$ cat src/hw/rtl/slt_pkg.sv
// Shared types, character codes and helper functions for the line tokenizer.
package slt_pkg;

    // Tokenizer phase
    typedef enum logic [2:0] {
        PH_BETWEEN = 3'd0,
        PH_TOKEN   = 3'd1,
        PH_ESCAPE  = 3'd2,
        PH_HEX_HI  = 3'd3,
        PH_HEX_LO  = 3'd4
    } t_phase;

    // Result kinds
    localparam logic [1:0] KIND_BYTE = 2'd0;
    localparam logic [1:0] KIND_END  = 2'd1;
    localparam logic [1:0] KIND_DONE = 2'd2;

    // Line status codes
    localparam logic STATUS_OK       = 1'b0;
    localparam logic STATUS_UNCLOSED = 1'b1;

    // Character codes
    localparam logic [7:0] CH_NUL   = 8'h00;
    localparam logic [7:0] CH_QUOTE = 8'h22;
    localparam logic [7:0] CH_BSL   = 8'h5C;
    localparam logic [7:0] CH_X     = 8'h78;
    localparam logic [7:0] CH_N     = 8'h6E;
    localparam logic [7:0] CH_T     = 8'h74;
    localparam logic [7:0] CH_R     = 8'h72;
    localparam logic [7:0] CH_SPACE = 8'h20;
    localparam logic [7:0] CH_TAB   = 8'h09;
    localparam logic [7:0] CH_CR    = 8'h0D;
    localparam logic [7:0] CH_LF    = 8'h0A;

    localparam logic [6:0] LIMIT_RESET = 7'd16;
    localparam int         MAX_RESULTS = 4;

    // Tokenizer state carried from item to item
    typedef struct packed {
        t_phase      phase;
        logic        inq;
        logic [7:0]  held;
        logic [6:0]  ts;
    } t_state;

    // One result item, without its last flag
    typedef struct packed {
        logic [1:0] kind;
        logic [7:0] ch;
        logic [5:0] slot;
        logic [6:0] total;
        logic       status;
    } t_result;

    // All results caused by one input item
    typedef struct packed {
        logic [2:0]                   count;
        t_result [MAX_RESULTS-1:0]    res;
    } t_bundle;

    function automatic logic is_sep(input logic [7:0] c);
        return (c == CH_SPACE) || (c == CH_TAB) || (c == CH_CR) || (c == CH_LF);
    endfunction

    // Returns {valid, value} of a hex digit
    function automatic logic [4:0] hex_val(input logic [7:0] c);
        logic [7:0] d;
        begin
            d = 8'd0;
            if (c >= 8'h30 && c <= 8'h39) begin
                d = c - 8'h30;
                return {1'b1, d[3:0]};
            end else if (c >= 8'h61 && c <= 8'h66) begin
                d = c - 8'h57;
                return {1'b1, d[3:0]};
            end else if (c >= 8'h41 && c <= 8'h46) begin
                d = c - 8'h37;
                return {1'b1, d[3:0]};
            end
            return 5'd0;
        end
    endfunction

    // Build one result; slot is the index of the current token
    function automatic t_result mk_result(input logic [1:0] kind, input logic [7:0] ch,
                                          input logic [6:0] ts, input logic [6:0] total,
                                          input logic status);
        t_result    r;
        logic [6:0] tm;
        begin
            tm       = ts - 7'd1;
            r.kind   = kind;
            r.ch     = ch;
            r.slot   = (kind != KIND_DONE && ts != 7'd0) ? tm[5:0] : 6'd0;
            r.total  = total;
            r.status = status;
            return r;
        end
    endfunction

endpackage

$ cat src/hw/rtl/slt_core.sv
// Next-state and result logic of the tokenizer for one input byte.
module slt_core #(
    parameter int MAX_TOKEN_SLOTS = 64
) (
    input  logic [7:0]       i_char,
    input  logic [6:0]       i_limit,
    input  slt_pkg::t_state  i_state,
    output slt_pkg::t_state  o_state,
    output slt_pkg::t_bundle o_bundle
);
    import slt_pkg::*;

    localparam int         CAP     = (MAX_TOKEN_SLOTS > 127) ? 127 : MAX_TOKEN_SLOTS;
    localparam logic [6:0] CAP_LIM = CAP[6:0];

    t_phase     ph;
    logic       q;
    logic [7:0] held;
    logic [6:0] ts;
    logic [2:0] k;
    t_result [MAX_RESULTS-1:0] res;
    logic       do_tb;
    logic       do_done;
    logic       done_st;
    logic [6:0] lim;
    logic [4:0] hv_c;
    logic [4:0] hv_h;

    assign lim  = (i_limit > CAP_LIM) ? CAP_LIM : i_limit;
    assign hv_c = hex_val(i_char);
    assign hv_h = hex_val(i_state.held);

    // Walk one byte through the phase logic, collecting results in order
    always_comb begin
        ph      = i_state.phase;
        q       = i_state.inq;
        held    = i_state.held;
        ts      = i_state.ts;
        k       = 3'd0;
        res     = '0;
        do_tb   = 1'b0;
        do_done = 1'b0;
        done_st = STATUS_OK;

        case (i_state.phase)
            PH_BETWEEN: begin
                if (i_char == CH_NUL) begin
                    do_done = 1'b1;
                end else if (is_sep(i_char) || ts >= lim) begin
                    ph = PH_BETWEEN;
                end else begin
                    ts = ts + 7'd1;
                    if (i_char == CH_QUOTE) begin
                        q  = 1'b1;
                        ph = PH_TOKEN;
                    end else begin
                        q     = 1'b0;
                        do_tb = 1'b1;
                    end
                end
            end
            PH_ESCAPE: begin
                ph = PH_TOKEN;
                if (i_char == CH_NUL) begin
                    res[k[1:0]] = mk_result(KIND_BYTE, CH_BSL, ts, 7'd0, 1'b0);
                    k           = k + 3'd1;
                    do_tb       = 1'b1;
                end else if (i_char == CH_X) begin
                    ph = PH_HEX_HI;
                end else if (i_char == CH_N) begin
                    res[k[1:0]] = mk_result(KIND_BYTE, CH_LF, ts, 7'd0, 1'b0);
                    k           = k + 3'd1;
                end else if (i_char == CH_T) begin
                    res[k[1:0]] = mk_result(KIND_BYTE, CH_TAB, ts, 7'd0, 1'b0);
                    k           = k + 3'd1;
                end else if (i_char == CH_R) begin
                    res[k[1:0]] = mk_result(KIND_BYTE, CH_CR, ts, 7'd0, 1'b0);
                    k           = k + 3'd1;
                end else begin
                    res[k[1:0]] = mk_result(KIND_BYTE, i_char, ts, 7'd0, 1'b0);
                    k           = k + 3'd1;
                end
            end
            PH_HEX_HI: begin
                if (hv_c[4]) begin
                    held = i_char;
                    ph   = PH_HEX_LO;
                end else begin
                    res[k[1:0]] = mk_result(KIND_BYTE, CH_X, ts, 7'd0, 1'b0);
                    k           = k + 3'd1;
                    do_tb       = 1'b1;
                end
            end
            PH_HEX_LO: begin
                if (hv_c[4]) begin
                    res[k[1:0]] = mk_result(KIND_BYTE, {hv_h[3:0], hv_c[3:0]}, ts, 7'd0, 1'b0);
                    k           = k + 3'd1;
                    held        = 8'd0;
                    ph          = PH_TOKEN;
                end else begin
                    res[k[1:0]] = mk_result(KIND_BYTE, CH_X, ts, 7'd0, 1'b0);
                    k           = k + 3'd1;
                    res[k[1:0]] = mk_result(KIND_BYTE, held, ts, 7'd0, 1'b0);
                    k           = k + 3'd1;
                    held        = 8'd0;
                    do_tb       = 1'b1;
                end
            end
            default: begin
                do_tb = 1'b1;
            end
        endcase

        // Ordinary byte inside a token
        if (do_tb) begin
            ph = PH_TOKEN;
            if (i_char == CH_NUL) begin
                do_done = 1'b1;
                if (q) begin
                    done_st = STATUS_UNCLOSED;
                end else begin
                    res[k[1:0]] = mk_result(KIND_END, 8'd0, ts, 7'd0, 1'b0);
                    k           = k + 3'd1;
                end
            end else if (i_char == CH_BSL) begin
                ph = PH_ESCAPE;
            end else if (q ? (i_char == CH_QUOTE) : is_sep(i_char)) begin
                res[k[1:0]] = mk_result(KIND_END, 8'd0, ts, 7'd0, 1'b0);
                k           = k + 3'd1;
                ph          = PH_BETWEEN;
                q           = 1'b0;
            end else begin
                res[k[1:0]] = mk_result(KIND_BYTE, i_char, ts, 7'd0, 1'b0);
                k           = k + 3'd1;
            end
        end

        // Close the line and return to the idle state
        if (do_done) begin
            res[k[1:0]] = mk_result(KIND_DONE, 8'd0, ts, ts, done_st);
            k           = k + 3'd1;
            ph          = PH_BETWEEN;
            q           = 1'b0;
            held        = 8'd0;
            ts          = 7'd0;
        end
    end

    assign o_state.phase  = ph;
    assign o_state.inq    = q;
    assign o_state.held   = held;
    assign o_state.ts     = ts;
    assign o_bundle.count = k;
    assign o_bundle.res   = res;

endmodule

$ cat src/hw/rtl/shell_line_tokenizer.sv
// Top level of the streaming command line tokenizer.
//
// Input channel: one line byte per item on i_char_in (i_valid / o_stall); a
// zero byte ends the line. Output channel: result items (o_valid / i_stall),
// each a token byte, a token end or a line-done carrying the token count and
// status; o_last_of_run marks the final result of one input byte.
// Configuration: i_cfg_valid / o_cfg_ready write the 7-bit token limit
// (reset 16); o_cfg_ready is always high.
// A byte's results are registered into the result queue before they are offered.
// Throughput: one byte per cycle while each byte causes at most one result and
// the output is not stalled; a byte causing several results offers them one by one.
// A two-entry result queue lets the next byte enter while results still wait;
// o_stall rises only when both entries are occupied.
// Reset: tokenizer back between tokens, token count zero, queue empty,
// limit 16. A stalled output holds its result item unchanged.
module shell_line_tokenizer #(
    parameter int MAX_TOKEN_SLOTS = 64
) (
    input  logic       i_clk,
    input  logic       i_rst_n,
    input  logic       i_valid,
    output logic       o_stall,
    input  logic [7:0] i_char_in,
    output logic       o_valid,
    input  logic       i_stall,
    output logic [1:0] o_result_kind,
    output logic [7:0] o_char_out,
    output logic [5:0] o_token_slot,
    output logic [6:0] o_token_total,
    output logic       o_line_status,
    output logic       o_last_of_run,
    input  logic       i_cfg_valid,
    output logic       o_cfg_ready,
    input  logic [6:0] i_cfg_data
);
    import slt_pkg::*;

    t_state     r_state;
    t_state     n_state;
    t_bundle    n_bundle;
    logic [6:0] r_limit;
    t_bundle    r_fifo [2];
    logic       r_wr;
    logic       r_rd;
    logic [1:0] r_cnt;
    logic [1:0] r_idx;
    t_bundle    head;
    t_result    cur;
    logic       in_fire;
    logic       out_fire;
    logic       push;
    logic       pop;
    logic       last;

    slt_core #(
        .MAX_TOKEN_SLOTS(MAX_TOKEN_SLOTS)
    ) u_core (
        .i_char  (i_char_in),
        .i_limit (r_limit),
        .i_state (r_state),
        .o_state (n_state),
        .o_bundle(n_bundle)
    );

    // Handshakes
    assign o_cfg_ready = 1'b1;
    assign o_stall     = (r_cnt == 2'd2);
    assign in_fire     = i_valid && !o_stall;
    assign o_valid     = (r_cnt != 2'd0);
    assign out_fire    = o_valid && !i_stall;
    assign push        = in_fire && (n_bundle.count != 3'd0);
    assign head        = r_fifo[r_rd];
    assign cur         = head.res[r_idx];
    assign last        = ({1'b0, r_idx} + 3'd1) == head.count;
    assign pop         = out_fire && last;

    // Drive result fields from the queue head
    assign o_result_kind = cur.kind;
    assign o_char_out    = cur.ch;
    assign o_token_slot  = cur.slot;
    assign o_token_total = cur.total;
    assign o_line_status = cur.status;
    assign o_last_of_run = last;

    // Hold the limit register
    always_ff @(posedge i_clk) begin
        if (!i_rst_n) begin
            r_limit <= LIMIT_RESET;
        end else if (i_cfg_valid && o_cfg_ready) begin
            r_limit <= i_cfg_data;
        end
    end

    // Advance tokenizer state on each accepted item
    always_ff @(posedge i_clk) begin
        if (!i_rst_n) begin
            r_state <= '{phase: PH_BETWEEN, inq: 1'b0, held: 8'd0, ts: 7'd0};
        end else if (in_fire) begin
            r_state <= n_state;
        end
    end

    // Store result bundles
    always_ff @(posedge i_clk) begin
        if (push) begin
            r_fifo[r_wr] <= n_bundle;
        end
    end

    // Queue pointers, occupancy and result index within the head bundle
    always_ff @(posedge i_clk) begin
        if (!i_rst_n) begin
            r_wr  <= 1'b0;
            r_rd  <= 1'b0;
            r_cnt <= 2'd0;
            r_idx <= 2'd0;
        end else begin
            if (push) begin
                r_wr <= !r_wr;
            end
            if (pop) begin
                r_rd <= !r_rd;
            end
            r_cnt <= r_cnt + {1'b0, push} - {1'b0, pop};
            if (out_fire) begin
                r_idx <= last ? 2'd0 : r_idx + 2'd1;
            end
        end
    end

endmodule

$ cat config.mk
export PLATFORM = sky130hd
export DESIGN_NAME = shell_line_tokenizer
export DESIGN_NICKNAME = d
export VERILOG_FILES = /design/src/hw/rtl/slt_pkg.sv /design/src/hw/rtl/slt_core.sv /design/src/hw/rtl/shell_line_tokenizer.sv
export SDC_FILE = /design/constraint.sdc
export NUM_CORES = 1
export LEC_CHECK = 0
export BUFFER_PORTS_ARGS = -buffer_cell sky130_fd_sc_hd__buf_2
export CAP_MARGIN = 10
export CORE_AREA = 2 2 216 218
export DETAILED_ROUTE_END_ITERATION = 6
export DIE_AREA = 0 0 218 220
export PLACE_DENSITY_LB_ADDON = 0.1
export SKIP_CTS_REPAIR_TIMING = 1
export SLEW_MARGIN = 40
export SYNTH_ARGS = -nofsm -noshare
export SYNTH_HDL_FRONTEND = slang
export SYNTH_SLANG_ARGS = --single-unit
export TNS_END_PERCENT = 100
$ cat constraint.sdc
create_clock -name i_clk -period 9.7 [get_ports i_clk]
set_clock_uncertainty 0.2 [all_clocks]
set_input_delay 2.425 -clock i_clk [delete_from_list [all_inputs] [get_ports i_clk]]
set_output_delay 2.425 -clock i_clk [all_outputs]
set_load 0.05 [all_outputs]
=== Yosys cells after proc, flatten, opt, wreduce, memory -nomap -nowiden ===
Memory sizes are Yosys's and may differ from the RTL's. A register that Yosys moved wholly into a read port is not among the register bits.
Cells that the tools add are included.

* Bits in latches: 0
* Memories kept: 1
* Word-level logic and storage cells: 194
* Register bits: 32
* Input port bits: 20
* Output and inout port bits: 28
* ROM bits: 0
* Memory bits (writable): 198

{| class="wikitable"
|+ Memories
! name !! depth !! bits a word !! rd ports !! clocked after memory_dff !! write ports !! line !! text
|-
| r_fifo || 2 || 99 || 1 || 1 || 1 || shell_line_tokenizer.sv:42 || <nowiki>t_bundle r_fifo [2];</nowiki>
|}

* Muxes and demuxes: 99
* $lt $le $gt $ge: 19
* Eq/ne operators: 20
* Reductions and logical operators: 31
* Shifts and indexed selects: 0
* Div/mod/pow operators: 0
* Bitwise logic cells: 0
* Multiply operators: 0
* Add/sub/neg operators: 15

{| class="wikitable"
|+ Operators by type and width
! kind !! count
|-
| $mux W96 || 6
|-
| $bwmux W96 || 3
|-
| $mux W24 || 6
|-
| $mux W22 || 5
|-
| $demux W24 S2 || 2
|-
| $pmux W24 S3 || 1
|-
| $bmux W24 S2 || 1
|-
| $mux W3 || 16
|-
| $eq A8 B7 Y1 const B || 5
|-
| $mux W7 || 5
|-
| $mux W1 || 34
|-
| $ge A8 B7 Y1 const B || 4
|-
| $le A8 B7 Y1 const B || 4
|-
| $eq A8 B4 Y1 const B || 3
|-
| $mux W21 || 1
|-
| $mux W5 || 4
|-
| $eq A8 B6 Y1 const B || 2
|-
| $ge A8 B6 Y1 const B || 2
|-
| $le A8 B6 Y1 const B || 2
|-
| $mux W4 || 4
|-
| $mux W8 || 2
|-
| $pmux W8 S2 || 1
|-
| $sub A4 B3 Y4 const B || 4
|-
| $reduce_bool A7 Y1 || 2
|-
| other kinds (36) || 65
|}

=== Longest topological paths before layout ===
Gate-level depths: netlist of the first run.

* Word-level depth: 19
* Depth in mapped cells: 23
* Mapped depth without buffers: 22

=== Modules after synthesis ===
Synthesis of the first run repeated with hierarchy kept, for this count alone.

* Cells, all modules: 900
* Area total of the unflattened synthesis: 11,822.6 um^2

{| class="wikitable"
|+ Modules (own cells, without submodules)
! module !! area an instance (um^2) !! cells each !! times used !! seq. area each (um^2)
|-
| shell_line_tokenizer || 8,876.0 || 435 || 1 || 6,606.3
|-
| slt_core || 2,946.6 || 465 || 1 || 0.0
|}

=== Worst setup path before layout of the first run ===
OpenSTA, ideal clock, no wires.

* Path kind: in2reg
* From: input port i_char_in[1]
* To: memory r_fifo[0][0] in the netlist's numbering, enable pin
* Path buffers: 0
* Arrival time: 9.414 ns
* Data required time: 8.942 ns
* Library setup time: 0.558 ns
* Cell stages on the path: 17
* Path slack: -0.472 ns
* Path through: inv_1 ha_1 or4b_1 nand4_1 a31oi_1 o2bb2ai_1 inv_1 ha_1 inv_1 a21oi_1 inv_1 ha_1 nand2_1 nand3_1 nand2_1 o21ai_2 nor2_1

{| class="wikitable"
|+ RTL lines
! item !! line !! text
|-
| start: declaration || shell_line_tokenizer.sv:23 || <nowiki>input logic [7:0] i_char_in,</nowiki>
|-
| end: declaration || shell_line_tokenizer.sv:42 ||
|}

==> qor.json, run 1 <==
{
  "status": {"value": "completed"},
  "syn_to_final_growth": {"value": 15.8, "unit": "%"},
  "fin_cells": {"value": 1507},
  "clock_sinks": {"value": 231},
  "num-nets-final": {"value": 936},
  "maxClockFrequency": {"value": 133, "unit": "MHz"},
  "die_w": {"value": 218, "unit": "µm"},
  "cap_viol_max_count": {"value": 0},
  "final_min_period_over_clock_period": {"value": 77.8, "unit": "%"},
  "synthesis.area": {"value": 0.0113, "unit": "mm²"},
  "ys.warnings.count": {"value": 0},
  "setup_slack": {"value": 2.15, "unit": "ns"},
  "design_power_total": {"value": 3.08, "unit": "mW"},
  "cellPowerDensity": {"value": 234, "unit": "mW/mm²"},
  "layout_commonest_cell": {"value": "sky130_fd_sc_hd__edfxtp_1"},
  "route.final.wire_length": {"value": 30.8, "unit": "mm"},
  "max-slew-margin-rel": {"value": 47.7, "unit": "%"},
  "grt_antenna_before_repair": {"value": 1},
  "route.detailed.vias_per_inst": {"value": 4.61},
  "fin_util": {"value": 28.6, "unit": "%"},
  "worst-setup-path-type": {"value": "primary input to register"},
  "worstMarginPinSlew": {"value": 0.778, "unit": "ns"},
  "slew_viol_final": {"value": 0},
  "io_buffer_count": {"value": 46},
  "tritoncts": {"value": "done"},
  "initial_core_util": {"value": 24.7, "unit": "%"},
  "placement.cell_area": {"value": 0.0122, "unit": "mm²"},
  "place.gp.congestion": {"value": 0.808},
  "skew_pair_late_insertion_delay": {"value": 0.54, "unit": "ns"},
  "netlist_instances": {"value": 848},
  "postSynth.topFlopCell": {"value": "sky130_fd_sc_hd__edfxtp_1"},
  "layout-drive-gt1-share": {"value": 21.8, "unit": "%"},
  "worst_ir_drop_vdd": {"value": 0.000152, "unit": "V"},
  "ys_ff_latch": {"value": 231},
  "via_count": {"value": 6942},
  "min-delay-path-class": {"value": "register to register"},
  "cp_data_required_time": {"value": 9.68, "unit": "ns"},
  "cp-start-kind": {"value": "primary input"},
  "design.core.area": {"value": 0.0459, "unit": "mm²"},
  "crit_end_category": {"value": "register"},
  "ctsRootBufferMaster": {"value": "sky130_fd_sc_hd__clkbuf_16"},
  "largest_net_degree_at_the_start_of_global_routing": {"value": 100},
  "rsz0062_at_grt": {"value": "false"},
  "synth_seq_area_share": {"value": 58.3, "unit": "%"},
  "cp.arrival": {"value": 7.53, "unit": "ns"},
  "gr-usage-all-layers": {"value": 12.9, "unit": "%"},
  "antennaDiodeCount": {"value": 0},
  "synth_enable_flop_cells": {"value": 198},
  "ys_types": {"value": 73},
  "remaining_overflow_grt": {"value": 0},
  "grt_pass1_vias": {"value": 7232},
  "most-common-layout-cells": {"value": "sky130_fd_sc_hd__edfxtp_1, sky130_fd_sc_hd__nor2_1, sky130_fd_sc_hd__nand2_1, sky130_fd_sc_hd__mux4_2, sky130_fd_sc_hd__buf_2"},
  "finalHoldViolCount": {"value": 0},
  "clk_pin_slew_worst_paths": {"value": 0.06, "unit": "ns"},
  "asyncSetResetFlopFracSynth": {"value": 0, "unit": "%"},
  "firstDrtPassIters": {"value": 4},
  "synth.net_count": {"value": 900},
  "design.die.area": {"value": 0.0480, "unit": "mm²"},
  "io-pin-count": {"value": 48},
  "avgRoutedWirePerCell": {"value": 20.5, "unit": "µm"},
  "final_area": {"value": 0.0131, "unit": "mm²"},
  "floorplan.rows": {"value": 79},
  "numCtsBuffers": {"value": 26},
  "detail_route.iter0.violations": {"value": 426},
  "route.antenna.remaining_nets": {"value": 0},
  "worst-path-max-fanout": {"value": 67},
  "cellLeakagePower": {"value": 4.43, "unit": "nW"},
  "report.final.setup_viol": {"value": 0},
  "final_period_minus_worst_setup_slack": {"value": 7.55, "unit": "ns"},
  "clk_path_buf_depth": {"value": 3},
  "cells_after_dpl": {"value": 1462},
  "syn_avg_cell_area": {"value": 13.4, "unit": "µm²"},
  "place_hpwl": {"value": 20.9, "unit": "mm"},
  "grt_pass1_wl": {"value": 46.8, "unit": "mm"},
  "die_height": {"value": 220, "unit": "µm"},
  "place_worst_setup_slack": {"value": 1.54, "unit": "ns"},
  "total_number_of_h_tree_levels": {"value": 1},
  "drc": {"value": 0}
}
## flip-flops by register name (all words and copies together), names as in the netlist, named ones only
name / flops
r_wr: 1
r_state: 19
r_limit: 7
r_rd: 1
r_idx: 2
r_cnt: 2
r_fifo: 198
## routing by layer
metal  wire, µm  track usage [%]
met5          0                0
met4        449             2.83
met3       1140             1.70
met2      14200             21.2
met1      15000             18.2
## report_power, final
part / internal, mW / switching, mW
logic: 0.274 / 0.527
registers: 1.25 / 0.0526
clock network: 0.587 / 0.388
total: 2.11 / 0.967
## cell usage after synthesis, types with 8 or more instances
| library cell | instances | area (µm²) |
|---|---|---|
| sky130_fd_sc_hd__a21boi_0 | 14 | 105 |
| sky130_fd_sc_hd__a21oi_1 | 27 | 135 |
| sky130_fd_sc_hd__a31oi_1 | 9 | 56.3 |
| sky130_fd_sc_hd__and2_1 | 14 | 87.6 |
| sky130_fd_sc_hd__and3_1 | 20 | 125 |
| sky130_fd_sc_hd__clkbuf_1 | 33 | 124 |
| sky130_fd_sc_hd__dfxtp_1 | 33 | 661 |
| sky130_fd_sc_hd__edfxtp_1 | 198 | 5950 |
| sky130_fd_sc_hd__ha_1 | 32 | 400 |
| sky130_fd_sc_hd__inv_1 | 24 | 90.1 |
| sky130_fd_sc_hd__mux2_2 | 24 | 270 |
| sky130_fd_sc_hd__mux2i_1 | 14 | 140 |
| sky130_fd_sc_hd__mux4_2 | 48 | 1080 |
| sky130_fd_sc_hd__nand2_1 | 54 | 203 |
| sky130_fd_sc_hd__nand3_1 | 26 | 130 |
| sky130_fd_sc_hd__nand4_1 | 8 | 50.1 |
| sky130_fd_sc_hd__nor2_1 | 77 | 289 |
| sky130_fd_sc_hd__nor2b_1 | 21 | 131 |
| sky130_fd_sc_hd__nor3_1 | 14 | 70.1 |
| sky130_fd_sc_hd__o21ai_0 | 23 | 115 |
| sky130_fd_sc_hd__o22ai_1 | 10 | 62.6 |
| sky130_fd_sc_hd__xnor2_1 | 13 | 114 |
## critical path, stage by stage
cell,delay (ns)
sky130_fd_sc_hd__buf_2,0.16
sky130_fd_sc_hd__inv_1,0.10
sky130_fd_sc_hd__ha_1,0.21
sky130_fd_sc_hd__or4b_1,0.51
sky130_fd_sc_hd__nand4_1,0.23
sky130_fd_sc_hd__a31oi_1,0.17
sky130_fd_sc_hd__o2bb2ai_1,0.38
sky130_fd_sc_hd__inv_1,0.17
sky130_fd_sc_hd__ha_1,0.33
sky130_fd_sc_hd__inv_1,0.06
sky130_fd_sc_hd__a21oi_1,0.24
sky130_fd_sc_hd__inv_1,0.10
sky130_fd_sc_hd__ha_1,0.20
sky130_fd_sc_hd__nand2_1,0.37
sky130_fd_sc_hd__nand3_1,0.40
sky130_fd_sc_hd__nand2_1,0.25
sky130_fd_sc_hd__o21ai_2,0.15
sky130_fd_sc_hd__nor2_4,0.56
sky130_fd_sc_hd__buf_12,0.40
## cells by family after synthesis
group	share of synthesized area [%]
fa+ha+maj	3.53
flops	58.3
mux	13.2
xor+xnor	2.03
simple gates	12.2
other cells	0.0331
compound gates	8.05
buf+inv	2.69
## area by class of cell
type,count,area [µm²]
Clock inverter,9,101
Tap cell,607,759
Timing Repair Buffer,58,358
Sequential cell,231,6610
Inverter,24,90.1
Clock buffer,35,746
Fill cell,4720,32700
Multi-Input combinational cell,543,4460
## path summary, 6_finish.rpt
| path | from | endpoint | slack, ns | cells after the start |
|---|---|---|---|---|
| setup reg to reg | r_state[0] | r_fifo[0][88] | 3.82 | 17 |
| setup / recovery | i_char_in[1] | r_fifo[0][88] | 2.15 | 19 |
| hold / removal | r_limit[4] | r_limit[4] | 0.29 | 2 |
| hold reg to reg | r_limit[4] | r_limit[4] | 0.29 | 2 |
## stage by stage
stage                     TNS, ns  hold WS [ns]
after floorplan            -93.42         0.242
after global placement          0         0.261
after detailed placement        0         0.264
after CTS                       0         0.288
after global routing            0         0.316
final                           0         0.291
Note: power is estimated with default switching activity, not from simulation.
==> run 2: changes to the inputs <==
- ABC_AREA: unset -> 1
- CORE_AREA: 2 2 216 218 -> 2 2 221 223
- DIE_AREA: 0 0 218 220 -> 0 0 223 225
- clock period: 9.7 -> 6.1 ns (I/O delays scaled with it)
==> qor.json, run 2 <==
{
  "status": {"value": "completed", "change": "unchanged"},
  "cells_after_dpl": {"value": 1946, "change": "was 1462"},
  "die_w": {"value": 223, "unit": "µm", "change": "was 218 µm"},
  "largest_register": {"value": "r_fifo", "change": "unchanged"},
  "rsz0062_at_grt": {"value": "false", "change": "unchanged"},
  "asyncSetResetFlopFracSynth": {"value": 0, "unit": "%", "change": "unchanged"},
  "syn_to_final_growth": {"value": 17.3, "unit": "%", "change": "was 15.8%"},
  "synth.top_cells.by_count": {"value": "sky130_fd_sc_hd__nor2_1, sky130_fd_sc_hd__nand2_1, sky130_fd_sc_hd__edfxtp_1", "change": "was sky130_fd_sc_hd__edfxtp_1, sky130_fd_sc_hd__nor2_1, sky130_fd_sc_hd__nand2_1"},
  "remaining_overflow_grt": {"value": 0, "change": "unchanged"},
  "clock_sinks": {"value": 231, "change": "unchanged"},
  "worst_ir_drop_vdd": {"value": 0.000271, "unit": "V", "change": "was 0.000152 V"},
  "io-pin-count": {"value": 48, "change": "unchanged"},
  "fin_cells": {"value": 2000, "change": "was 1507"},
  "avgRoutedWirePerCell": {"value": 18.0, "unit": "µm", "change": "was 20.5 µm"},
  "maxClockFrequency": {"value": 189, "unit": "MHz"},
  "grt_antenna_before_repair": {"value": 0, "change": "was 1"},
  "final_min_period_over_clock_period": {"value": 86.9, "unit": "%"},
  "critical-path-top-cell-by-count": {"value": "sky130_fd_sc_hd__nand2_1", "change": "was sky130_fd_sc_hd__inv_1"},
  "synth_seq_area_share": {"value": 55.8, "unit": "%", "change": "was 58.3%"},
  "io_buffer_count": {"value": 46, "change": "unchanged"},
  "synth_top_cell_by_area": {"value": "sky130_fd_sc_hd__edfxtp_1", "change": "unchanged"},
  "postSynth.topFlopCell": {"value": "sky130_fd_sc_hd__edfxtp_1", "change": "unchanged"},
  "layout-drive-gt1-share": {"value": 12.8, "unit": "%", "change": "was 21.8%"},
  "ys_ff_latch": {"value": 231, "change": "unchanged"},
  "slew_viol_final": {"value": 0, "change": "unchanged"},
  "clk_path_buf_depth": {"value": 3, "change": "unchanged"},
  "fin_util": {"value": 29.2, "unit": "%", "change": "was 28.6%"},
  "cp_data_required_time": {"value": 6.16, "unit": "ns", "change": "was 9.68 ns"},
  "max-slew-margin-rel": {"value": 47.7, "unit": "%", "change": "about the same"},
  "design.core.area": {"value": 0.0475, "unit": "mm²", "change": "was 0.0459 mm²"},
  "grt_pass1_wl": {"value": 55.3, "unit": "mm", "change": "was 46.8 mm"},
  "crit_path_cell_trace": {"value": "buf_2 > inv_1 > ha_1 > nor2_1 > nand2_1 > nand2_1 > nor2_1 > a21oi_2 > nand2_1 > nand2_1 > nand3_2 > inv_1 > ha_1 > o21ai_1 > inv_1 > ha_1 > o21ai_0 > nor2_1 > nand2_1 > nand2_1 > nor2_4 > buf_4", "change": "was buf_2 > inv_1 > ha_1 > or4b_1 > nand4_1 > a31oi_1 > o2bb2ai_1 > inv_1 > ha_1 > inv_1 > a21oi_1 > inv_1 > ha_1 > nand2_1 > nand3_1 > nand2_1 > o21ai_2 > nor2_4 > buf_12"},
  "synthesis.area": {"value": 0.0118, "unit": "mm²", "change": "was 0.0113 mm²"},
  "total_number_of_h_tree_levels": {"value": 1, "change": "unchanged"},
  "largest_registers": {"value": "r_fifo: 198 flops, r_state: 19 flops, r_limit: 7 flops", "change": "unchanged"},
  "worst-setup-path-type": {"value": "primary input to register", "change": "unchanged"},
  "cellLeakagePower": {"value": 5.56, "unit": "nW", "change": "was 4.43 nW"},
  "setup_tns": {"value": 0, "unit": "ns", "change": "unchanged"},
  "firstDrtPassIters": {"value": 6, "change": "was 4"},
  "cp-start-kind": {"value": "primary input", "change": "unchanged"},
  "ctsRootBufferMaster": {"value": "sky130_fd_sc_hd__clkbuf_16", "change": "unchanged"},
  "netlist_instances": {"value": 1310, "change": "was 848"},
  "grt_pass1_vias": {"value": 9102, "change": "was 7232"},
  "most-common-layout-cells": {"value": "sky130_fd_sc_hd__nor2_1, sky130_fd_sc_hd__nand2_1, sky130_fd_sc_hd__edfxtp_1, sky130_fd_sc_hd__o21ai_0, sky130_fd_sc_hd__inv_1", "change": "was sky130_fd_sc_hd__edfxtp_1, sky130_fd_sc_hd__nor2_1, sky130_fd_sc_hd__nand2_1, sky130_fd_sc_hd__mux4_2, sky130_fd_sc_hd__buf_2"},
  "drc": {"value": 0, "change": "unchanged"},
  "clk_pin_slew_worst_paths": {"value": 0.06, "unit": "ns", "change": "about the same"},
  "die_height": {"value": 225, "unit": "µm", "change": "was 220 µm"},
  "design.die.area": {"value": 0.0502, "unit": "mm²", "change": "was 0.0480 mm²"},
  "cp.arrival": {"value": 5.37, "unit": "ns", "change": "was 7.53 ns"},
  "route.detailed.vias_per_inst": {"value": 4.55, "change": "was 4.61"},
  "tritoncts": {"value": "done", "change": "unchanged"},
  "floorplan.rows": {"value": 80, "change": "was 79"},
  "whs": {"value": 0.263, "unit": "ns", "change": "was 0.291 ns"},
  "ys_types": {"value": 53, "change": "was 73"},
  "num-nets-final": {"value": 1414, "change": "was 936"},
  "synth.net_count": {"value": 1362, "change": "was 900"},
  "worstMarginPinSlew": {"value": 0.784, "unit": "ns", "change": "was 0.778 ns"},
  "cellPowerDensity": {"value": 456, "unit": "mW/mm²", "change": "was 234 mW/mm²"},
  "syn_avg_cell_area": {"value": 9.04, "unit": "µm²", "change": "was 13.4 µm²"},
  "route.final.wire_length": {"value": 36.0, "unit": "mm", "change": "was 30.8 mm"},
  "gr-usage-all-layers": {"value": 14.4, "unit": "%", "change": "was 12.9%"},
  "cap_viol_max_count": {"value": 0, "change": "unchanged"},
  "finalHoldViolCount": {"value": 0, "change": "unchanged"},
  "skew_pair_late_insertion_delay": {"value": 0.56, "unit": "ns", "change": "was 0.54 ns"},
  "min-delay-path-class": {"value": "register to register", "change": "unchanged"},
  "cell_with_the_most_instances_after_synthesis": {"value": "sky130_fd_sc_hd__nor2_1", "change": "was sky130_fd_sc_hd__edfxtp_1"},
  "ys.warnings.count": {"value": 0, "change": "unchanged"},
  "worst-path-max-fanout": {"value": 11, "change": "was 67"},
  "route.antenna.remaining_nets": {"value": 0, "change": "unchanged"},
  "final_period_minus_worst_setup_slack": {"value": 5.30, "unit": "ns"},
  "initial_core_util": {"value": 24.9, "unit": "%", "change": "was 24.7%"},
  "via_count": {"value": 9100, "change": "was 6942"},
  "fill_cells": {"value": 5060, "change": "was 4720"},
  "place_hpwl": {"value": 24.3, "unit": "mm", "change": "was 20.9 mm"},
  "largest_register_ff_count": {"value": 198, "change": "unchanged"},
  "detail_route.iter0.violations": {"value": 600, "change": "was 426"},
  "place.gp.congestion": {"value": 0.902, "change": "was 0.808"},
  "worst_path_largest_cell_delay": {"value": 0.53, "unit": "ns", "change": "was 0.56 ns"},
  "worst_path_max_delay_cell": {"value": "sky130_fd_sc_hd__nor2_4", "change": "unchanged"},
  "synth_top_cells_by_area": {"value": "sky130_fd_sc_hd__edfxtp_1, sky130_fd_sc_hd__nor2_1, sky130_fd_sc_hd__nand2_1, sky130_fd_sc_hd__dfxtp_1, sky130_fd_sc_hd__o21ai_0", "change": "was sky130_fd_sc_hd__edfxtp_1, sky130_fd_sc_hd__mux4_2, sky130_fd_sc_hd__dfxtp_1, sky130_fd_sc_hd__ha_1, sky130_fd_sc_hd__nor2_1"},
  "synth_enable_flop_cells": {"value": 198, "change": "unchanged"},
  "largest_net_degree_at_the_start_of_global_routing": {"value": 64, "change": "was 100"},
  "layout_commonest_cell": {"value": "sky130_fd_sc_hd__nor2_1", "change": "was sky130_fd_sc_hd__edfxtp_1"},
  "crit_end_category": {"value": "register", "change": "unchanged"},
  "synth.top_cell.area_share": {"value": 50.2, "unit": "%", "change": "was 52.5%"},
  "numCtsBuffers": {"value": 29, "change": "was 26"},
  "report.final.setup_viol": {"value": 0, "change": "unchanged"}
}
## run 2: cell types whose count changed after synthesis, sizes merged, moves of 16 or more
cell / delta
nor2: +212
nand2: +171
o21ai: +113
inv: +96
mux4: -48
mux2: -24
a21oi: +21
nor2b: -21
o22ai: +21
and3: -20
xnor2: -17
a31oi: +16
## run 2: worst max-delay path, delay by kind of cell
family,cells,cell delay [ns]
AOI/OAI and AO/OA,3,0.61
adders and majority gates,3,0.77
buffers and inverters,5,0.76
and+or+nand+nor,11,1.69
## run 2: per-layer routing
| layer | routed length [µm] | global-route usage (%) | part of all wire, % |
|---|---|---|---|
| met5 | 0 | 0 | 0 |
| met4 | 646 | 3.40 | 1.8 |
| met3 | 1340 | 1.90 | 3.7 |
| met2 | 16100 | 23.0 | 45 |
| met1 | 18000 | 20.5 | 50 |
## run 2: kinds of logic (layout without fill, tap and decap cells)
group | Yosys count | in the layout | share of synthesized area, %
AO/OA/AOI/OAI | 270 | 270 | 12.9
buffers and inverters | 177 | 251 | 5.92
adder cells (fa/ha/maj) | 32 | 32 | 3.38
XOR/XNOR | 12 | 12 | 0.951
other | 1 | 2 | 0.0317
flip-flops | 231 | 231 | 55.8
AND/OR/NAND/NOR | 587 | 587 | 21.0
## run 2: area by class of cell
class | count | area [µm²] | share of cell area [%]
flip-flops and latches | 231 | 6610 | 47.6
inverters | 124 | 473 | 3.41
well taps | 615 | 769 | 5.54
clock inverters | 19 | 205 | 1.48
repair buffers | 74 | 541 | 3.89
multi-input cells | 902 | 4540 | 32.7
diodes | 1 | 2.50 | 0.0180
clock buffers | 34 | 744 | 5.36
## run 2: final timing paths
check | to | startpoint | slack [ns] | cells past startpoint
setup / recovery | r_fifo[0][57] | i_char_in[0] | 0.80 | 22
hold / removal | r_state[15] | r_state[15] | 0.26 | 2
setup reg to reg | r_fifo[0][57] | r_limit[0] | 1.14 | 22
hold reg to reg | r_state[15] | r_state[15] | 0.26 | 2
## run 2: per-stage QoR
step | worst slack, ns | total power [mW] | cell area (µm²)
2_1_floorplan | 0.0337 | 3.90 | 11900
3_3_place_gp | 0.254 | 4.71 | 12900
3_5_place_dp | 0.227 | 4.70 | 12900
4_1_cts | 0.818 | 6.45 | 13900
5_1_grt | 0.435 | 6.73 | 13900
6_report | 0.799 | 6.33 | 13900
## run 2: power by group
part / switching (mW) / internal, mW
Combinational: 1.76 / 0.627
Clock: 0.680 / 1.04
Sequential: 0.0972 / 2.13
Total: 2.54 / 3.80
